File: config.mk
export PLATFORM = sky130hd
export DESIGN_NAME = nwrc_ctrl
export DESIGN_NICKNAME = d
export VERILOG_FILES = /design/src/hw/rtl/nearest_wall_ray_cast_assert.svh /design/src/hw/rtl/nwrc_pkg.sv /design/src/hw/rtl/nwrc_ctrl.sv
export SDC_FILE = /design/constraint.sdc
export NUM_CORES = 1
export LEC_CHECK = 0
export BUFFER_PORTS_ARGS = -buffer_cell sky130_fd_sc_hd__clkbuf_2
export CORE_MARGIN = 2
export CORE_UTILIZATION = 54
export DETAILED_ROUTE_END_ITERATION = 8
export GPL_TIMING_DRIVEN = 0
export PLACE_DENSITY = 0.83
export SYNTH_ARGS = -nofsm -noshare
export SYNTH_HDL_FRONTEND = slang
export SYNTH_SLANG_ARGS = --single-unit
File: constraint.sdc
create_clock -name clk_i -period 2.4 [get_ports clk_i]
set_input_delay 0.24 -clock clk_i [delete_from_list [all_inputs] [get_ports clk_i]]
set_output_delay 0.24 -clock clk_i [all_outputs]
set_load 0.01 [all_outputs]
File: src/hw/rtl/nearest_wall_ray_cast_assert.svh
// assertion macros shared by the ray cast block
`ifndef NEAREST_WALL_RAY_CAST_ASSERT_SVH
`define NEAREST_WALL_RAY_CAST_ASSERT_SVH

// property must hold at every clock edge out of reset
`define NWRC_ASSERT(label, clk, rst_n, prop, msg) \
  label: assert property (@(posedge clk) disable iff (!rst_n) prop) else $error(msg);

// a signal must stay low
`define NWRC_NEVER(label, clk, rst_n, sig, msg) \
  label: assert property (@(posedge clk) disable iff (!rst_n) !(sig)) else $error(msg);

`endif

File: src/hw/rtl/nwrc_pkg.sv
//------------------------------------------------------------------------------
// nwrc_pkg
// shared types and constants of the nearest wall ray cast block
//------------------------------------------------------------------------------
`timescale 1ns / 1ps

package nwrc_pkg;

  localparam int unsigned CoordW = 32;
  localparam int unsigned DirW   = 16;
  localparam int unsigned CountW = 9;
  localparam int unsigned IndexW = 8;
  localparam int unsigned DistW  = 32;
  // extended precision for the distance divide
  localparam int unsigned NumW   = 100;
  localparam int unsigned DenW   = 52;

  localparam logic OpWrite = 1'b0;
  localparam logic OpCast  = 1'b1;

  localparam logic [1:0] RegWallCount = 2'd0;

  typedef enum logic [4:0] {
    StIdle  = 5'b00001,
    StFetch = 5'b00010,
    StTest  = 5'b00100,
    StDiv   = 5'b01000,
    StOut   = 5'b10000
  } state_e;

  // controller to datapath
  typedef struct packed {
    logic load_ray;   // capture ray and clear best
    logic read_wall;  // issue table read
    logic test;       // evaluate current wall
    logic div_start;  // begin divide
    logic div_step;   // one quotient bit
    logic commit;     // compare and keep best
    logic publish;    // copy best into the result register
  } dp_cmd_t;

  // datapath to controller
  typedef struct packed {
    logic cand;       // wall is a hit candidate
    logic sat;        // distance saturates
    logic div_last;   // last quotient bit this cycle
  } dp_sts_t;

endpackage

File: src/hw/rtl/nwrc_ctrl.sv
//------------------------------------------------------------------------------
// nwrc_ctrl
// sequencer: walks the wall table for each cast and drives the datapath
//------------------------------------------------------------------------------
`timescale 1ns / 1ps

module nwrc_ctrl #(
  parameter int unsigned MaxWalls = 256
) (
  input  logic                          clk_i,
  input  logic                          rst_ni,
  input  logic                          in_valid_i,
  input  logic                          in_op_i,
  output logic                          in_ready_o,
  output logic                          out_valid_o,
  input  logic                          out_ready_i,
  input  logic [nwrc_pkg::CountW-1:0]   wall_count_i,
  output logic [$clog2(MaxWalls+1)-1:0] idx_o,
  output nwrc_pkg::dp_cmd_t             cmd_o,
  input  nwrc_pkg::dp_sts_t             sts_i
);

  localparam int unsigned IdxW = $clog2(MaxWalls + 1);
  localparam int unsigned CmpW = (IdxW > nwrc_pkg::CountW) ? IdxW : nwrc_pkg::CountW;

  nwrc_pkg::state_e state_q, state_d;
  logic [IdxW-1:0]  idx_q, idx_d;
  logic [CmpW-1:0]  limit;
  logic             out_valid_q, out_valid_d;
  logic             take;

  always_comb begin
    if (CmpW'(wall_count_i) > CmpW'(MaxWalls)) begin
      limit = CmpW'(MaxWalls);
    end else begin
      limit = CmpW'(wall_count_i);
    end
  end

  assign in_ready_o  = (state_q == nwrc_pkg::StIdle);
  assign out_valid_o = out_valid_q;
  assign idx_o       = idx_q;
  assign take        = in_valid_i && in_ready_o && (in_op_i == nwrc_pkg::OpCast);

  always_comb begin
    state_d     = state_q;
    idx_d       = idx_q;
    out_valid_d = out_valid_q;
    cmd_o       = '0;
    if (out_valid_q && out_ready_i) begin
      out_valid_d = 1'b0;
    end
    case (state_q)
      nwrc_pkg::StIdle: begin
        if (take) begin
          cmd_o.load_ray = 1'b1;
          idx_d          = '0;
          state_d        = nwrc_pkg::StFetch;
        end
      end
      nwrc_pkg::StFetch: begin
        if (CmpW'(idx_q) >= limit) begin
          state_d = nwrc_pkg::StOut;
        end else begin
          cmd_o.read_wall = 1'b1;
          state_d         = nwrc_pkg::StTest;
        end
      end
      nwrc_pkg::StTest: begin
        cmd_o.test = 1'b1;
        if (sts_i.cand && !sts_i.sat) begin
          cmd_o.div_start = 1'b1;
          state_d         = nwrc_pkg::StDiv;
        end else begin
          cmd_o.commit = sts_i.cand;
          idx_d        = idx_q + 1'b1;
          state_d      = nwrc_pkg::StFetch;
        end
      end
      nwrc_pkg::StDiv: begin
        cmd_o.div_step = 1'b1;
        if (sts_i.div_last) begin
          cmd_o.commit = 1'b1;
          idx_d        = idx_q + 1'b1;
          state_d      = nwrc_pkg::StFetch;
        end
      end
      nwrc_pkg::StOut: begin
        // wait for the output register to free up
        if (!out_valid_q || out_ready_i) begin
          cmd_o.publish = 1'b1;
          out_valid_d   = 1'b1;
          state_d       = nwrc_pkg::StIdle;
        end
      end
      default: begin
        state_d = nwrc_pkg::StIdle;
      end
    endcase
  end

  always_ff @(posedge clk_i or negedge rst_ni) begin
    if (!rst_ni) begin
      state_q     <= nwrc_pkg::StIdle;
      idx_q       <= '0;
      out_valid_q <= 1'b0;
    end else begin
      state_q     <= state_d;
      idx_q       <= idx_d;
      out_valid_q <= out_valid_d;
    end
  end

endmodule

==> tab_implementation.tex <==
\begin{tabular}{lr}
\hline
Metric & Value \\
\hline
\multicolumn{2}{l}{\textbf{Route}} \\
\quad Detailed-route vias per instance & 5.716 \\
\quad Number of DRC markers after the initial detailed-route iteration & 16 \\
\quad DRC errors left & 0 \\
\quad Remaining antenna violation count & 0 \\
\quad Final routed wire length divided by cell count & 12.95 µm \\
\quad Routed Wire Length & 2461 µm \\
\quad 1st-pass router iterations & 4 \\
\quad Routed vias & 1,086 \\
\multicolumn{2}{l}{\textbf{Synth}} \\
\quad Number of nets in the synthesized netlist & 151 \\
\quad Synth Area in XOR/XNOR & 0.007584 \\
\quad Post-synth EDFFs & 0 \\
\quad Post-synth ARST share & 1.000 \\
\quad Number of distinct library cells after synthesis & 38 \\
\quad Fraction of the yosys area taken by sequential cells & 0.3261 \\
\quad Main combinational cell family by area after synthesis & simple AND/OR/NAND/NOR gates \\
\quad Average cell area after synthesis & 9.313 µm² \\
\quad Flop and latch count out of synthesis & 15 \\
\quad Share of synthesized area spent on multiplexers & 0 \\
\quad Instance count of the mapped netlist & 124 \\
\quad Prevailing post-synth register cell & sky130\_fd\_sc\_hd\_\_dfrtp\_1 \\
\quad Fraction of the mapped netlist area in adder cells & 0.1083 \\
\quad Number of warnings reported in the yosys synthesis log & 0 \\
\quad Netlist area before placement & 1155 µm² \\
\quad Post-synthesis compound-gate area fraction & 0.2210 \\
\quad Post-synthesis simple-gate area fraction & 0.2730 \\
\multicolumn{2}{l}{\textbf{Status}} \\
\quad Outcome & finished clean \\
\multicolumn{2}{l}{\textbf{Worst setup path}} \\
\quad Crit path launch type & flip-flop \\
\quad Critical path type & reg -> out \\
\quad Origin of the worst setup path & idx\_o[2] \\
\quad Crit. End Element & output port \\
\quad Family with the most delay on the worst path & flip-flops \\
\quad Maximum net fanout on the critical path & 7 \\
\quad Required time reported for the critical path endpoint & 2.16 ns \\
\quad Data arrival time of the critical path & 2.00 ns \\
\quad Reg-to-Reg Start & state\_q[1] \\
\quad Worst path buffer plus inverter count & 2 \\
\quad Crit-path max cell delay & 0.48 ns \\
\quad Critical-path cell list & ha\_1 > a21oi\_1 > o21ai\_0 > a21oi\_2 > and4\_1 > buf\_4 > clkbuf\_2 \\
\quad CP max-delay cell & sky130\_fd\_sc\_hd\_\_dfrtp\_1 \\
\multicolumn{2}{l}{\textbf{Clock tree}} \\
\quad Clk slew on worst S/H paths & 0.09 ns \\
\quad CTS Root Cell & sky130\_fd\_sc\_hd\_\_clkbuf\_4 \\
\quad Clock tree from TritonCTS & yes \\
\quad Number of H-tree levels & 1 \\
\quad Maximum root-to-sink buffer count & 2 \\
\quad Number of buffers added by the clock tree synthesis step & 3 \\
\quad Clock latency at the later pin of the worst-skew pair & 0.28 ns \\
\quad TritonCTS sink count & 15 \\
\quad Postcts setup bufs & 0 \\
\multicolumn{2}{l}{\textbf{STA}} \\
\quad Hold Violations, Final & 0 \\
\quad Worst-margin pin slew & 0.4616 ns \\
\quad Final period util & 0.9343 \\
\quad Slew headroom & 0.6900 \\
\quad Worst path setup slack after routing & 0.1578 ns \\
\quad Min Tclk post-route & 2.242 ns \\
\quad Number of setup violations in the final report & 0 \\
\quad Max Clock Freq & 0.4460 GHz \\
\quad Final setup skew & 0.001795 ns \\
\quad Setup TNS after final layout & 0 ns \\
\quad RSZ-0062 raised after global routing & false \\
\quad Final Max Slew Viols & 0 \\
\multicolumn{2}{l}{\textbf{Finish}} \\
\quad Commonest non-fill, non-tap cell in the layout & sky130\_fd\_sc\_hd\_\_clkbuf\_2 \\
\quad Final core utilization & 0.7090 \\
\quad Proportion of layout cells with a drive suffix above 1 & 0.3558 \\
\quad Nets & 191 \\
\quad Commonest cells after routing, fill and taps aside & sky130\_fd\_sc\_hd\_\_clkbuf\_2, sky130\_fd\_sc\_hd\_\_nand2\_1, sky130\_fd\_sc\_hd\_\_dfrtp\_1, sky130\_fd\_sc\_hd\_\_ha\_1 \\
\quad Count of inserted antenna diode cells & 0 \\
\quad P\&R area growth vs syn & 21.67\% \\
\quad Non-filler cells, final & 190 \\
\multicolumn{2}{l}{\textbf{Floorplanning}} \\
\quad Die boundary width & 50.25 µm \\
\quad Area of the die & 2525 µm² \\
\quad Core footprint & 1982 µm² \\
\quad I/O pin cnt & 35 \\
\quad Initial Util & 0.5827 \\
\quad Die Y-Extent & 50.25 µm \\
\quad Number of standard-cell rows in the floorplan & 16 \\
\multicolumn{2}{l}{\textbf{Global route}} \\
\quad Wire length of the first global-routing pass & 4271 µm \\
\quad Largest net degree at the start of global routing & 16 \\
\quad GR Overflow Total & 0 \\
\quad Tot GR Track Use & 0.2210 \\
\quad Number of antenna violations at the first check in global routing & 0 \\
\quad Vias in the first global route & 1,018 \\
\multicolumn{2}{l}{\textbf{Pwr}} \\
\quad Highest ir drop seen on vdd & 0.2949 mV \\
\quad Pleak & 0.0006720 µW \\
\quad Total power after layout & 508.2 µW \\
\quad Power per cell area & 361.7 nW/µm² \\
\multicolumn{2}{l}{\textbf{Placed design}} \\
\quad Placement Setup Slack & 0.2469 ns \\
\quad HPWL reported at the end of detailed placement & 1882 µm \\
\quad Final GP Congestion & 0.7892 \\
\quad Placed Cells & 185 \\
\quad Buffers added on ports & 34 \\
\multicolumn{2}{l}{\textbf{Hold path}} \\
\quad Start point of the worst hold path & out\_ready\_i \\
\quad Worst min-delay path category & in -> reg \\
\multicolumn{2}{l}{\textbf{Flow run}} \\
\quad Number of maximum-capacitance violations & 0 \\
\hline
\end{tabular}
## worst register-to-register path, stage by stage, from the launching register on
cell	delay [ns]
sky130_fd_sc_hd__dfrtp_1	0.40
sky130_fd_sc_hd__or3_1	0.37
sky130_fd_sc_hd__buf_6	0.15
sky130_fd_sc_hd__nor2_4	0.18
sky130_fd_sc_hd__buf_4	0.20
sky130_fd_sc_hd__o21ai_1	0.10
sky130_fd_sc_hd__a31oi_2	0.18
## report_power, final
part / internal [µW] / switching [µW]
clock network: 64.5 / 78.5
registers: 260 / 4.96
logic: 46.2 / 54.3
## through the flow
step	hold WS, ns	instance area, µm²
final	0.2880	1405
after global routing	0.3169	1405
after CTS	0.2832	1395
after detailed placement	0.1680	1359
after global placement	0.1611	1359
after floorplan	-0.05559	1155
## cells in the mapped netlist, types with 2 or more instances
library cell	number	area, µm²
sky130_fd_sc_hd__buf_2	2	10.01
sky130_fd_sc_hd__dfrtp_1	14	350.3
sky130_fd_sc_hd__a21oi_1	7	35.03
sky130_fd_sc_hd__and2_1	2	12.51
sky130_fd_sc_hd__or3_1	4	25.02
sky130_fd_sc_hd__nor3b_1	3	22.52
sky130_fd_sc_hd__a31oi_2	6	75.07
sky130_fd_sc_hd__nand3_1	5	25.02
sky130_fd_sc_hd__buf_6	3	33.78
sky130_fd_sc_hd__buf_4	2	15.01
sky130_fd_sc_hd__and3_1	4	25.02
sky130_fd_sc_hd__nor2_1	6	22.52
sky130_fd_sc_hd__and4_1	3	26.28
sky130_fd_sc_hd__nand2_1	13	48.80
sky130_fd_sc_hd__ha_1	10	125.1
sky130_fd_sc_hd__a31oi_1	6	37.54
sky130_fd_sc_hd__nor2b_1	6	37.54
sky130_fd_sc_hd__inv_1	3	11.26
sky130_fd_sc_hd__o21a_1	2	15.01
sky130_fd_sc_hd__nand4_1	2	12.51
sky130_fd_sc_hd__o21ai_1	4	20.02
## routing by layer
metal	wire (µm)	share of wire	global-route usage	up-vias
met3	107	0.043	0.01488	4
met2	1227	0.50	0.3794	40
li1	-	-	-	538
met5	0	0	0	-
met4	63	0.026	0.1435	0
met1	1063	0.43	0.2648	504
## flip-flops by register name, indices dropped and copies added, names as in the netlist
register	flops
idx_o	9
out_valid_o	1
state_q	5
## layout make-up
type	count	area [µm²]
fillers	152	576.8
inverters	4	15.01
well taps	27	33.78
plain buffers	7	58.81
repair buffers	35	180.2
clock buffers	4	26.28
multi-input cells	98	713.2
flip-flops and latches	15	377.9
## what timing repair did
| item | 4_1_cts | 5_1_grt |
|---|---|---|
| endpoints found under the setup margin | 0 | 1 |
| gates resized for setup | 0 | 3 |
| hold buffers | 1 | 0 |
| endpoints found under the hold margin | 14 | 0 |
## cell families after synthesis
kind of cell,after synthesis
AO/OA/AOI/OAI,32
flip-flops,15
adder cells (fa/ha/maj),10
AND/OR/NAND/NOR,55
XOR/XNOR,1
buffers and inverters,11
## final timing paths
kind	cells past startpoint	slack (ns)	to
setup / recovery	7	0.16	cmd_o[5]
hold / removal	3	0.29	out_valid_o
setup reg to reg	6	0.74	idx_o[8]
hold reg to reg	1	0.57	idx_o[8]
max in group asynchronous	2	1.69	state_q[0]
min in group asynchronous	2	0.40	idx_o[1]
No activity file was read; power rests on OpenSTA's default activity.
